`src/rtl/assert_macros.svh`:
```
`ifndef ASSERT_MACROS_SVH
`define ASSERT_MACROS_SVH

// A property that holds at every clock edge once reset is released.
`define ASSERT_ALWAYS(label, prop, msg) \
  label: assert property (@(posedge clk) disable iff (!rst_n) (prop)) else $error(msg);

// A condition in one cycle implies a condition in the next.
`define ASSERT_NEXT(label, pre, post, msg) \
  label: assert property (@(posedge clk) disable iff (!rst_n) (pre) |=> (post)) else $error(msg);

`endif

```
`src/rtl/dtfe_pkg.sv`:
```
package dtfe_pkg;

  localparam int KIND_W  = 2;
  localparam int FLD_W   = 3;
  localparam int BTN_W   = 2;
  localparam int YEAR_W  = 12;
  localparam int MONTH_W = 4;
  localparam int DAY_W   = 5;
  localparam int HOUR_W  = 5;
  localparam int MIN_W   = 6;
  // Offsets inside a field's range; the widest range is the year span, at most 255.
  localparam int OFF_W   = 8;

  localparam int YEAR_FIRST_DEF = 2020;
  localparam int YEAR_LAST_DEF  = 2099;

  localparam int BIG_STEP       = 10;
  localparam int BIG_STEP_MONTH = 3;

  localparam logic [KIND_W-1:0] KIND_LOAD   = 2'd0;
  localparam logic [KIND_W-1:0] KIND_SELECT = 2'd1;
  localparam logic [KIND_W-1:0] KIND_STEP   = 2'd2;

  localparam logic [FLD_W-1:0] FLD_YEAR   = 3'd0;
  localparam logic [FLD_W-1:0] FLD_MONTH  = 3'd1;
  localparam logic [FLD_W-1:0] FLD_DAY    = 3'd2;
  localparam logic [FLD_W-1:0] FLD_HOUR   = 3'd3;
  localparam logic [FLD_W-1:0] FLD_MINUTE = 3'd4;

  localparam logic [BTN_W-1:0] BTN_MINUS_BIG   = 2'd0;
  localparam logic [BTN_W-1:0] BTN_MINUS_SMALL = 2'd1;
  localparam logic [BTN_W-1:0] BTN_PLUS_SMALL  = 2'd2;
  localparam logic [BTN_W-1:0] BTN_PLUS_BIG    = 2'd3;

  localparam logic [MONTH_W-1:0] MONTH_MAX  = 4'd12;
  localparam logic [HOUR_W-1:0]  HOUR_MAX   = 5'd23;
  localparam logic [MIN_W-1:0]   MINUTE_MAX = 6'd59;

  typedef struct packed {
    logic [KIND_W-1:0]  kind;
    logic [FLD_W-1:0]   field_pick;
    logic [BTN_W-1:0]   button;
    logic [YEAR_W-1:0]  load_year;
    logic [MONTH_W-1:0] load_month;
    logic [DAY_W-1:0]   load_day;
    logic [HOUR_W-1:0]  load_hour;
    logic [MIN_W-1:0]   load_minute;
  } item_t;

  // Gregorian month length. The century rule is applied only to 2100, so the
  // result is exact for every year from 1901 through 2199.
  function automatic logic [DAY_W-1:0] month_days(input logic [YEAR_W-1:0] y,
                                                  input logic [MONTH_W-1:0] m);
    logic leap;
    leap = (y[1:0] == 2'b00) && (y != 12'd2100);
    case (m) inside
      4'd2:                   month_days = leap ? 5'd29 : 5'd28;
      4'd4, 4'd6, 4'd9, 4'd11: month_days = 5'd30;
      default:                month_days = 5'd31;
    endcase
  endfunction

endpackage

```
`src/rtl/dtfe_if.sv`:
```
interface dtfe_in_if import dtfe_pkg::*; ();
  logic               valid;
  logic               ready;
  logic [KIND_W-1:0]  kind;
  logic [FLD_W-1:0]   field_pick;
  logic [BTN_W-1:0]   button;
  logic [YEAR_W-1:0]  load_year;
  logic [MONTH_W-1:0] load_month;
  logic [DAY_W-1:0]   load_day;
  logic [HOUR_W-1:0]  load_hour;
  logic [MIN_W-1:0]   load_minute;

  modport source (output valid, kind, field_pick, button, load_year, load_month,
                  load_day, load_hour, load_minute, input ready);
  modport sink (input valid, kind, field_pick, button, load_year, load_month,
                load_day, load_hour, load_minute, output ready);
endinterface

interface dtfe_out_if import dtfe_pkg::*; ();
  logic               valid;
  logic               ready;
  logic [YEAR_W-1:0]  year_out;
  logic [MONTH_W-1:0] month_out;
  logic [DAY_W-1:0]   day_out;
  logic [HOUR_W-1:0]  hour_out;
  logic [MIN_W-1:0]   minute_out;
  logic [FLD_W-1:0]   selected_out;

  modport source (output valid, year_out, month_out, day_out, hour_out, minute_out,
                  selected_out, input ready);
  modport sink (input valid, year_out, month_out, day_out, hour_out, minute_out,
                selected_out, output ready);
endinterface

```
`src/rtl/dtfe_in_reg.sv`:
```
module dtfe_in_reg import dtfe_pkg::*; (
  input  logic       clk,
  input  logic       rst_n,
  dtfe_in_if.sink    in_bus,
  output item_t      item_o,
  output logic       item_valid_o,
  input  logic       item_ready_i
);

  logic  valid_r, valid_nxt;
  item_t item_r;

  // The register takes a new beat whenever it is empty or being drained.
  assign in_bus.ready = !valid_r || item_ready_i;
  assign valid_nxt    = in_bus.ready ? in_bus.valid : valid_r;

  always_ff @(posedge clk) begin
    if (!rst_n) begin
      valid_r <= 1'b0;
    end else begin
      valid_r <= valid_nxt;
    end
  end

  always_ff @(posedge clk) begin
    if (in_bus.valid && in_bus.ready) begin
      item_r.kind        <= in_bus.kind;
      item_r.field_pick  <= in_bus.field_pick;
      item_r.button      <= in_bus.button;
      item_r.load_year   <= in_bus.load_year;
      item_r.load_month  <= in_bus.load_month;
      item_r.load_day    <= in_bus.load_day;
      item_r.load_hour   <= in_bus.load_hour;
      item_r.load_minute <= in_bus.load_minute;
    end
  end

  assign item_o       = item_r;
  assign item_valid_o = valid_r;

endmodule

```
`src/rtl/dtfe_edit.sv`:
```
`include "assert_macros.svh"

module dtfe_edit import dtfe_pkg::*; #(
  parameter int YEAR_FIRST = YEAR_FIRST_DEF,
  parameter int YEAR_LAST  = YEAR_LAST_DEF
) (
  input  logic       clk,
  input  logic       rst_n,
  input  item_t      item_i,
  input  logic       item_valid_i,
  output logic       item_ready_o,
  dtfe_out_if.source out_bus
);

  localparam int YEAR_HI       = (YEAR_LAST < YEAR_FIRST) ? YEAR_FIRST : YEAR_LAST;
  localparam int YEAR_SPAN     = YEAR_HI - YEAR_FIRST + 1;
  // Year steps reduced into the span so that one wrap correction is enough.
  localparam int YEAR_BIG_UP   = BIG_STEP % YEAR_SPAN;
  localparam int YEAR_BIG_DN   = (YEAR_SPAN - YEAR_BIG_UP) % YEAR_SPAN;
  localparam int YEAR_SMALL_UP = 1 % YEAR_SPAN;
  localparam int YEAR_SMALL_DN = (YEAR_SPAN - YEAR_SMALL_UP) % YEAR_SPAN;

  logic [YEAR_W-1:0]  year_r, year_nxt;
  logic [MONTH_W-1:0] month_r, month_nxt;
  logic [DAY_W-1:0]   day_r, day_nxt;
  logic [HOUR_W-1:0]  hour_r, hour_nxt;
  logic [MIN_W-1:0]   minute_r, minute_nxt;
  logic [FLD_W-1:0]   sel_r, sel_nxt;
  logic               out_valid_r, out_valid_nxt;
  logic               take;

  logic [OFF_W-1:0]   off, span, big, amt, wrapped;
  logic [OFF_W:0]     sum_raw;
  logic [DAY_W-1:0]   dim_cur, dim_year_step, dim_month_step, dim_load;
  logic [YEAR_W-1:0]  step_year, ld_year;
  logic [MONTH_W-1:0] step_month, ld_month;
  logic [DAY_W-1:0]   ld_day;
  logic [HOUR_W-1:0]  ld_hour;
  logic [MIN_W-1:0]   ld_minute;

  // The state registers double as the result register; they only move when
  // the previous result has left or is leaving.
  assign item_ready_o = !out_valid_r || out_bus.ready;
  assign take         = item_valid_i && item_ready_o;

  // Step: offset inside the field, add a step already reduced into the span,
  // and fold back once.
  always_comb begin
    dim_cur = month_days(year_r, month_r);
    unique case (sel_r)
      FLD_YEAR: begin
        off  = OFF_W'(year_r - YEAR_W'(YEAR_FIRST));
        span = OFF_W'(YEAR_SPAN);
      end
      FLD_MONTH: begin
        off  = OFF_W'(month_r - 4'd1);
        span = OFF_W'(MONTH_MAX);
      end
      FLD_DAY: begin
        off  = OFF_W'(day_r - 5'd1);
        span = OFF_W'(dim_cur);
      end
      FLD_HOUR: begin
        off  = OFF_W'(hour_r);
        span = OFF_W'(HOUR_MAX) + 8'd1;
      end
      default: begin
        off  = OFF_W'(minute_r);
        span = OFF_W'(MINUTE_MAX) + 8'd1;
      end
    endcase

    big = (sel_r == FLD_MONTH) ? OFF_W'(BIG_STEP_MONTH) : OFF_W'(BIG_STEP);
    if (sel_r == FLD_YEAR) begin
      case (item_i.button)
        BTN_MINUS_BIG:   amt = OFF_W'(YEAR_BIG_DN);
        BTN_MINUS_SMALL: amt = OFF_W'(YEAR_SMALL_DN);
        BTN_PLUS_SMALL:  amt = OFF_W'(YEAR_SMALL_UP);
        default:         amt = OFF_W'(YEAR_BIG_UP);
      endcase
    end else begin
      case (item_i.button)
        BTN_MINUS_BIG:   amt = span - big;
        BTN_MINUS_SMALL: amt = span - 8'd1;
        BTN_PLUS_SMALL:  amt = 8'd1;
        default:         amt = big;
      endcase
    end

    sum_raw = {1'b0, off} + {1'b0, amt};
    if (sum_raw >= {1'b0, span}) begin
      wrapped = OFF_W'(sum_raw - {1'b0, span});
    end else begin
      wrapped = sum_raw[OFF_W-1:0];
    end

    step_year      = YEAR_W'(YEAR_FIRST) + YEAR_W'(wrapped);
    step_month     = MONTH_W'(wrapped) + 4'd1;
    dim_year_step  = month_days(step_year, month_r);
    dim_month_step = month_days(year_r, step_month);
  end

  // Load: saturate every loaded field into its range.
  always_comb begin
    if (item_i.load_year < YEAR_W'(YEAR_FIRST)) begin
      ld_year = YEAR_W'(YEAR_FIRST);
    end else if (item_i.load_year > YEAR_W'(YEAR_HI)) begin
      ld_year = YEAR_W'(YEAR_HI);
    end else begin
      ld_year = item_i.load_year;
    end
    if (item_i.load_month == 4'd0) begin
      ld_month = 4'd1;
    end else if (item_i.load_month > MONTH_MAX) begin
      ld_month = MONTH_MAX;
    end else begin
      ld_month = item_i.load_month;
    end
    dim_load = month_days(ld_year, ld_month);
    if (item_i.load_day == 5'd0) begin
      ld_day = 5'd1;
    end else if (item_i.load_day > dim_load) begin
      ld_day = dim_load;
    end else begin
      ld_day = item_i.load_day;
    end
    ld_hour   = (item_i.load_hour > HOUR_MAX) ? HOUR_MAX : item_i.load_hour;
    ld_minute = (item_i.load_minute > MINUTE_MAX) ? MINUTE_MAX : item_i.load_minute;
  end

  always_comb begin
    year_nxt      = year_r;
    month_nxt     = month_r;
    day_nxt       = day_r;
    hour_nxt      = hour_r;
    minute_nxt    = minute_r;
    sel_nxt       = sel_r;
    out_valid_nxt = out_valid_r && !out_bus.ready;
    if (take) begin
      out_valid_nxt = 1'b1;
      unique case (item_i.kind)
        KIND_LOAD: begin
          year_nxt   = ld_year;
          month_nxt  = ld_month;
          day_nxt    = ld_day;
          hour_nxt   = ld_hour;
          minute_nxt = ld_minute;
        end
        KIND_SELECT: begin
          if (item_i.field_pick <= FLD_MINUTE) begin
            sel_nxt = item_i.field_pick;
          end
        end
        KIND_STEP: begin
          unique case (sel_r)
            FLD_YEAR: begin
              year_nxt = step_year;
              day_nxt  = (day_r > dim_year_step) ? dim_year_step : day_r;
            end
            FLD_MONTH: begin
              month_nxt = step_month;
              day_nxt   = (day_r > dim_month_step) ? dim_month_step : day_r;
            end
            FLD_DAY:  day_nxt  = DAY_W'(wrapped) + 5'd1;
            FLD_HOUR: hour_nxt = HOUR_W'(wrapped);
            default:  minute_nxt = MIN_W'(wrapped);
          endcase
        end
        default: ;
      endcase
    end
  end

  always_ff @(posedge clk) begin
    if (!rst_n) begin
      year_r      <= YEAR_W'(YEAR_FIRST);
      month_r     <= 4'd1;
      day_r       <= 5'd1;
      hour_r      <= '0;
      minute_r    <= '0;
      sel_r       <= FLD_HOUR;
      out_valid_r <= 1'b0;
    end else begin
      year_r      <= year_nxt;
      month_r     <= month_nxt;
      day_r       <= day_nxt;
      hour_r      <= hour_nxt;
      minute_r    <= minute_nxt;
      sel_r       <= sel_nxt;
      out_valid_r <= out_valid_nxt;
    end
  end

  assign out_bus.valid        = out_valid_r;
  assign out_bus.year_out     = year_r;
  assign out_bus.month_out    = month_r;
  assign out_bus.day_out      = day_r;
  assign out_bus.hour_out     = hour_r;
  assign out_bus.minute_out   = minute_r;
  assign out_bus.selected_out = sel_r;

  `ASSERT_ALWAYS(a_day_fits_month, day_r >= 5'd1 && day_r <= month_days(year_r, month_r), "day outside its month")
  `ASSERT_ALWAYS(a_year_in_range, year_r >= YEAR_W'(YEAR_FIRST) && year_r <= YEAR_W'(YEAR_HI), "year out of range")
  `ASSERT_ALWAYS(a_sel_legal, sel_r <= FLD_MINUTE, "selected field code out of range")
  `ASSERT_NEXT(a_select_taken, take && item_i.kind == KIND_SELECT && item_i.field_pick <= FLD_MINUTE, sel_r == $past(item_i.field_pick), "select beat not applied")
  `ASSERT_NEXT(a_take_gives_result, take, out_valid_r, "accepted beat produced no result")

endmodule

```
`src/rtl/date_time_field_editor.sv`:
```
// A result beat passes the input register and then the edit state, which doubles
// as the result register; the add, wrap and day clamp are combinational.
// Throughput: one beat per cycle while out_bus.ready keeps results draining.
// Reset (synchronous, active low): year = YEAR_FIRST, month 1, day 1, 00:00,
// hour field selected, both stages empty.
module date_time_field_editor import dtfe_pkg::*; #(
  parameter int YEAR_FIRST = YEAR_FIRST_DEF,
  parameter int YEAR_LAST  = YEAR_LAST_DEF
) (
  input  logic       clk,
  input  logic       rst_n,
  dtfe_in_if.sink    in_bus,
  dtfe_out_if.source out_bus
);

  item_t item;
  logic  item_valid;
  logic  item_ready;

  dtfe_in_reg u_in_reg (
    .clk          (clk),
    .rst_n        (rst_n),
    .in_bus       (in_bus),
    .item_o       (item),
    .item_valid_o (item_valid),
    .item_ready_i (item_ready)
  );

  dtfe_edit #(
    .YEAR_FIRST (YEAR_FIRST),
    .YEAR_LAST  (YEAR_LAST)
  ) u_edit (
    .clk          (clk),
    .rst_n        (rst_n),
    .item_i       (item),
    .item_valid_i (item_valid),
    .item_ready_o (item_ready),
    .out_bus      (out_bus)
  );

endmodule
```
`src/flat_wrapper.sv`:
```
// flat-port wrapper written by rule: the top's interface ports become plain ports
module date_time_field_editor_flat import dtfe_pkg::*;
#(
  parameter int YEAR_FIRST = YEAR_FIRST_DEF,
  parameter int YEAR_LAST  = YEAR_LAST_DEF
)
  (clk, rst_n, in_bus_valid, in_bus_kind, in_bus_field_pick, in_bus_button, in_bus_load_year, in_bus_load_month, in_bus_load_day, in_bus_load_hour, in_bus_load_minute, in_bus_ready, out_bus_valid, out_bus_year_out, out_bus_month_out, out_bus_day_out, out_bus_hour_out, out_bus_minute_out, out_bus_selected_out, out_bus_ready);
  dtfe_in_if in_bus_i ();
  dtfe_out_if out_bus_i ();
  input  logic clk;
  input  logic rst_n;
  input wire logic [$bits(in_bus_i.valid)-1:0] in_bus_valid;
  input wire logic [$bits(in_bus_i.kind)-1:0] in_bus_kind;
  input wire logic [$bits(in_bus_i.field_pick)-1:0] in_bus_field_pick;
  input wire logic [$bits(in_bus_i.button)-1:0] in_bus_button;
  input wire logic [$bits(in_bus_i.load_year)-1:0] in_bus_load_year;
  input wire logic [$bits(in_bus_i.load_month)-1:0] in_bus_load_month;
  input wire logic [$bits(in_bus_i.load_day)-1:0] in_bus_load_day;
  input wire logic [$bits(in_bus_i.load_hour)-1:0] in_bus_load_hour;
  input wire logic [$bits(in_bus_i.load_minute)-1:0] in_bus_load_minute;
  output wire logic [$bits(in_bus_i.ready)-1:0] in_bus_ready;
  output wire logic [$bits(out_bus_i.valid)-1:0] out_bus_valid;
  output wire logic [$bits(out_bus_i.year_out)-1:0] out_bus_year_out;
  output wire logic [$bits(out_bus_i.month_out)-1:0] out_bus_month_out;
  output wire logic [$bits(out_bus_i.day_out)-1:0] out_bus_day_out;
  output wire logic [$bits(out_bus_i.hour_out)-1:0] out_bus_hour_out;
  output wire logic [$bits(out_bus_i.minute_out)-1:0] out_bus_minute_out;
  output wire logic [$bits(out_bus_i.selected_out)-1:0] out_bus_selected_out;
  input wire logic [$bits(out_bus_i.ready)-1:0] out_bus_ready;
  assign in_bus_i.valid = in_bus_valid;
  assign in_bus_i.kind = in_bus_kind;
  assign in_bus_i.field_pick = in_bus_field_pick;
  assign in_bus_i.button = in_bus_button;
  assign in_bus_i.load_year = in_bus_load_year;
  assign in_bus_i.load_month = in_bus_load_month;
  assign in_bus_i.load_day = in_bus_load_day;
  assign in_bus_i.load_hour = in_bus_load_hour;
  assign in_bus_i.load_minute = in_bus_load_minute;
  assign in_bus_ready = in_bus_i.ready;
  assign out_bus_valid = out_bus_i.valid;
  assign out_bus_year_out = out_bus_i.year_out;
  assign out_bus_month_out = out_bus_i.month_out;
  assign out_bus_day_out = out_bus_i.day_out;
  assign out_bus_hour_out = out_bus_i.hour_out;
  assign out_bus_minute_out = out_bus_i.minute_out;
  assign out_bus_selected_out = out_bus_i.selected_out;
  assign out_bus_i.ready = out_bus_ready;
  date_time_field_editor #(.YEAR_FIRST(YEAR_FIRST), .YEAR_LAST(YEAR_LAST)) u_core (.clk(clk), .rst_n(rst_n), .in_bus(in_bus_i), .out_bus(out_bus_i));
endmodule
```
`config.mk`:
```
export PLATFORM = sky130hd
export DESIGN_NAME = date_time_field_editor_flat
export DESIGN_NICKNAME = d
export VERILOG_FILES = /design/src/rtl/dtfe_pkg.sv /design/src/rtl/dtfe_if.sv /design/src/rtl/dtfe_in_reg.sv /design/src/rtl/dtfe_edit.sv /design/src/rtl/date_time_field_editor.sv /design/src/flat_wrapper.sv
export VERILOG_INCLUDE_DIRS = /design/src /design/src/rtl
export SDC_FILE = /design/constraint.sdc
export NUM_CORES = 1
export LEC_CHECK = 0
export BUFFER_PORTS_ARGS = -buffer_cell sky130_fd_sc_hd__buf_2
export CAP_MARGIN = 20
export CORE_ASPECT_RATIO = 1.1
export CORE_UTILIZATION = 54
export CTS_BUF_LIST = sky130_fd_sc_hd__clkbuf_8
export CTS_CLUSTER_DIAMETER = 40
export DETAILED_ROUTE_END_ITERATION = 6
export PLACE_DENSITY_LB_ADDON = 0.2
export SETUP_SLACK_MARGIN = 0.4
export SKIP_CTS_REPAIR_TIMING = 1
export SLEW_MARGIN = 10
export SYNTH_ARGS = -nofsm -noshare
export SYNTH_HDL_FRONTEND = slang
export SYNTH_SLANG_ARGS = --single-unit
```
`constraint.sdc`:
```
create_clock -name clk -period 7.19 [get_ports clk]
set_input_delay 0.719 -clock clk [delete_from_list [all_inputs] [get_ports clk]]
set_output_delay 0.719 -clock clk [all_outputs]
set_load 0.05 [all_outputs]
```
==> metrics.yaml <==
outcome: "complete, but fails checks"
violations: "setup timing"
hold_path_class: "reg2reg"
drv_cap: 0
ant_nets: 0
first_pass_iters: 5
worstSkewPairLatency_ps: 360
start_util_pct: 56.34
hold_slack_ps: 493.9
grt_overflow: 0
yosys.area.top_type: "edfxtp_1"
cp.arrival_ps: 7630
netlist_top_cells_area: "edfxtp_1 (21%), dfxtp_1 (13%), ha_1 (9.5%)"
area_delta_synth_final_pct: 27.32
grt_first_pass_wirelength_um: 26610
netlist_instances: 652
path_class: "reg2reg"
core_region_area_sq_um: 10030
htree_levels: 3
stdcell_count: 922
grt_pass1_vias: 5224
crit_fanout: 6
crit_top_cell: "ha_4"
power.density_nw_per_um2: 193.6
die_w_um: 99.54
clk_pin_slew_worst_paths_ps: 80
fin_nets: 866
p_leak_nw: 3.088
io_buffers: 79
cp-end-kind: "flip-flop"
grt_max_degree: 40
tightest_slew_ps: 768.1
fmax_ghz: 0.1352
synth_area_sq_um: 5652
cp_slowest_cell: "fa_2"
synth-async-reset-ratio_pct: 0
syn_nets: 741
min_period_ps: 7398
dr_total_vias: 5658
cts_tree: "built"
wl_per_cell_um: 18.92
antenna_found_initial: 0
avgViaCountPerCell: 6.137
synth_ff_type: "edfxtp_1"
rsz0062_at_grt: "true"
rrSetupSlack_ps: -210
preCtsSetupSlack_ps: -83.54
min_period_over_period_pct: 102.9
final_layout_size_suffix_gt1_share_pct: 30.69
slew_viol_final: 0
ys_seq_elements: 76
rows: 38
drc: 0
first_iter_violations: 436
cts_num_sinks: 76
cts_buffers: 9
die_area_sq_um: 10880
ys_seq_area_share_pct: 33.83
fin_skew_ps: 8.509
synth_edf_count: 39
place_hpwl_um: 13280
yosysWarningCount: 0
startpoint_type: "flip-flop"
syn_area_per_cell_sq_um: 8.668
ir_drop_mv: 0.2500
dp_cells: 889
ys_types: 74
slowest_delay_ps: 520
final_hold_viol_count: 0
routed_wl_um: 17440
ios: 80
gp_congestion: 0.9761
grtUsageTotal_pct: 32.40
clock-root-buffer: "clkbuf_8"
die_y_um: 109.3
required_ps: 7430
yosys.area.top_type_share_pct: 20.72
setup_viol: 5
relSlewSlack_pct: 48.79
setup_slack_ps: -207.7
antenna_cells: 0
clockBufferDepth: 2
## final timing paths
check | startpoint | cells past startpoint | end
worst min register to register | u_core.u_in_reg.item_o[35]$_DFFE_PP_ | 2 | u_core.u_edit.out_bus.selected_out[1]$_SDFFE_PN1P_
worst min-delay path | u_core.u_in_reg.item_o[35]$_DFFE_PP_ | 2 | u_core.u_edit.out_bus.selected_out[1]$_SDFFE_PN1P_
worst max register to register | u_core.u_edit.out_bus.year_out[3]$_SDFFE_PN0P_ | 35 | u_core.u_edit.out_bus.day_out[0]$_SDFFE_PN1P_
worst max-delay path | u_core.u_edit.out_bus.year_out[3]$_SDFFE_PN0P_ | 35 | u_core.u_edit.out_bus.day_out[0]$_SDFFE_PN1P_
## where the power goes
| group | switching, mW | internal [mW] | leakage [nW] |
|---|---|---|---|
| sequential | 0.0185 | 0.477 | 0.683 |
| clock | 0.153 | 0.156 | 0.103 |
| combinational | 0.341 | 0.246 | 2.30 |
## final cells by class
class	instances	area (sq um)
well taps	140	175.2
repair buffers	143	894.6
multi-input cells	511	3867
inverters	36	140.1
clock buffers	9	123.9
fillers	812	2836
clock inverters	7	62.56
flip-flops and latches	76	1932
## state kept, by name, summed over array words and instances (netlist names)
register / count
u_core.u_in_reg.item_valid_o: 1
u_core.u_edit.out_bus.minute_out: 6
u_core.u_in_reg.item_o: 39
u_core.u_edit.out_bus.valid: 1
u_core.u_edit.out_bus.month_out: 4
u_core.u_edit.out_bus.day_out: 5
u_core.u_edit.out_bus.selected_out: 3
u_core.u_edit.out_bus.hour_out: 5
u_core.u_edit.out_bus.year_out: 12
## cells in the final DEF, fill, tap and decap left out, drive strengths merged, types with 5 or more instances in the layout
cell and instances:
a211o 17, a211oi 13, a21o 10, a21oi 56
and2 9, and3 8, buf 143, clkbuf 9
dfxtp 37, edfxtp 39, ha 43, inv 39
mux2i 9, nand2 73, nand2b 10, nand3 14
nand4 10, nor2 53, nor2b 10, nor3 16
nor4 5, o211ai 13, o21ai 32, or3 6
xnor2 12, xor2 15
## per-layer routing
layer  up-vias  track usage, %  share of wire (%)
met3        63           5.213                6.1
met2       252           56.20                 50
met5         -               0                  0
li1       2655               -                  -
met1      2688           38.71                 39
met4         0           17.65                4.7
## cells by family (layout without fill, tap and decap cells)
| group | Yosys count | after routing | synth area share (%) |
|---|---|---|---|
| muxes | 15 | 15 | 3.387 |
| AOI/OAI and AO/OA | 190 | 190 | 22.94 |
| adders and majority gates | 46 | 46 | 10.58 |
| xor gates and xnor gates | 27 | 27 | 4.184 |
| buffers and inverters | 65 | 195 | 4.516 |
| DFF | 76 | 76 | 33.83 |
| and+or+nand+nor | 233 | 233 | 20.57 |
## Yosys cell counts, types with 3 or more instances
cell / instances
mux4_2: 3
nand2b_1: 10
and2_1: 9
and3_1: 7
xor2_1: 15
nand3_1: 13
o22ai_1: 4
inv_1: 36
a311o_1: 4
o311ai_0: 4
nor2_1: 53
clkbuf_1: 24
edfxtp_1: 39
fa_1: 3
nor3_1: 16
o21a_1: 4
nor4b_1: 4
ha_1: 43
nand4_1: 10
a21oi_1: 56
dfxtp_1: 37
nand2_1: 72
xnor2_1: 12
nand3b_1: 4
or3_1: 5
a211oi_1: 11
a31oi_1: 3
a21o_1: 10
nor4_1: 5
o211ai_1: 13
nor2b_1: 10
a22oi_1: 3
a211o_1: 17
mux2i_1: 9
buf_2: 3
o21ai_0: 31
mux2_2: 3
or2_2: 3
## through the flow
stage	setup TNS, ps	utilization (%)	instance area (sq um)	power, mW
global placement	0	66.44	6665	1.011
finish	-745.0	71.73	7196	1.393
global route	-2011	71.73	7196	1.456
floorplan	-93.92	-	5876	0.8515
CTS	-346.5	68.30	6852	1.325
detailed placement	-184.1	66.44	6665	1.019
## critical path: cells and delay by family, from the launching register on
family,cells,cell delay [ps]
AO/OA/AOI/OAI,12,2690
adder cells (fa/ha/maj),7,2000
buffers and inverters,5,530
flip-flops,1,370
multiplexers,2,400
AND/OR/NAND/NOR,9,1270
Power figures use the tool's default switching activity.
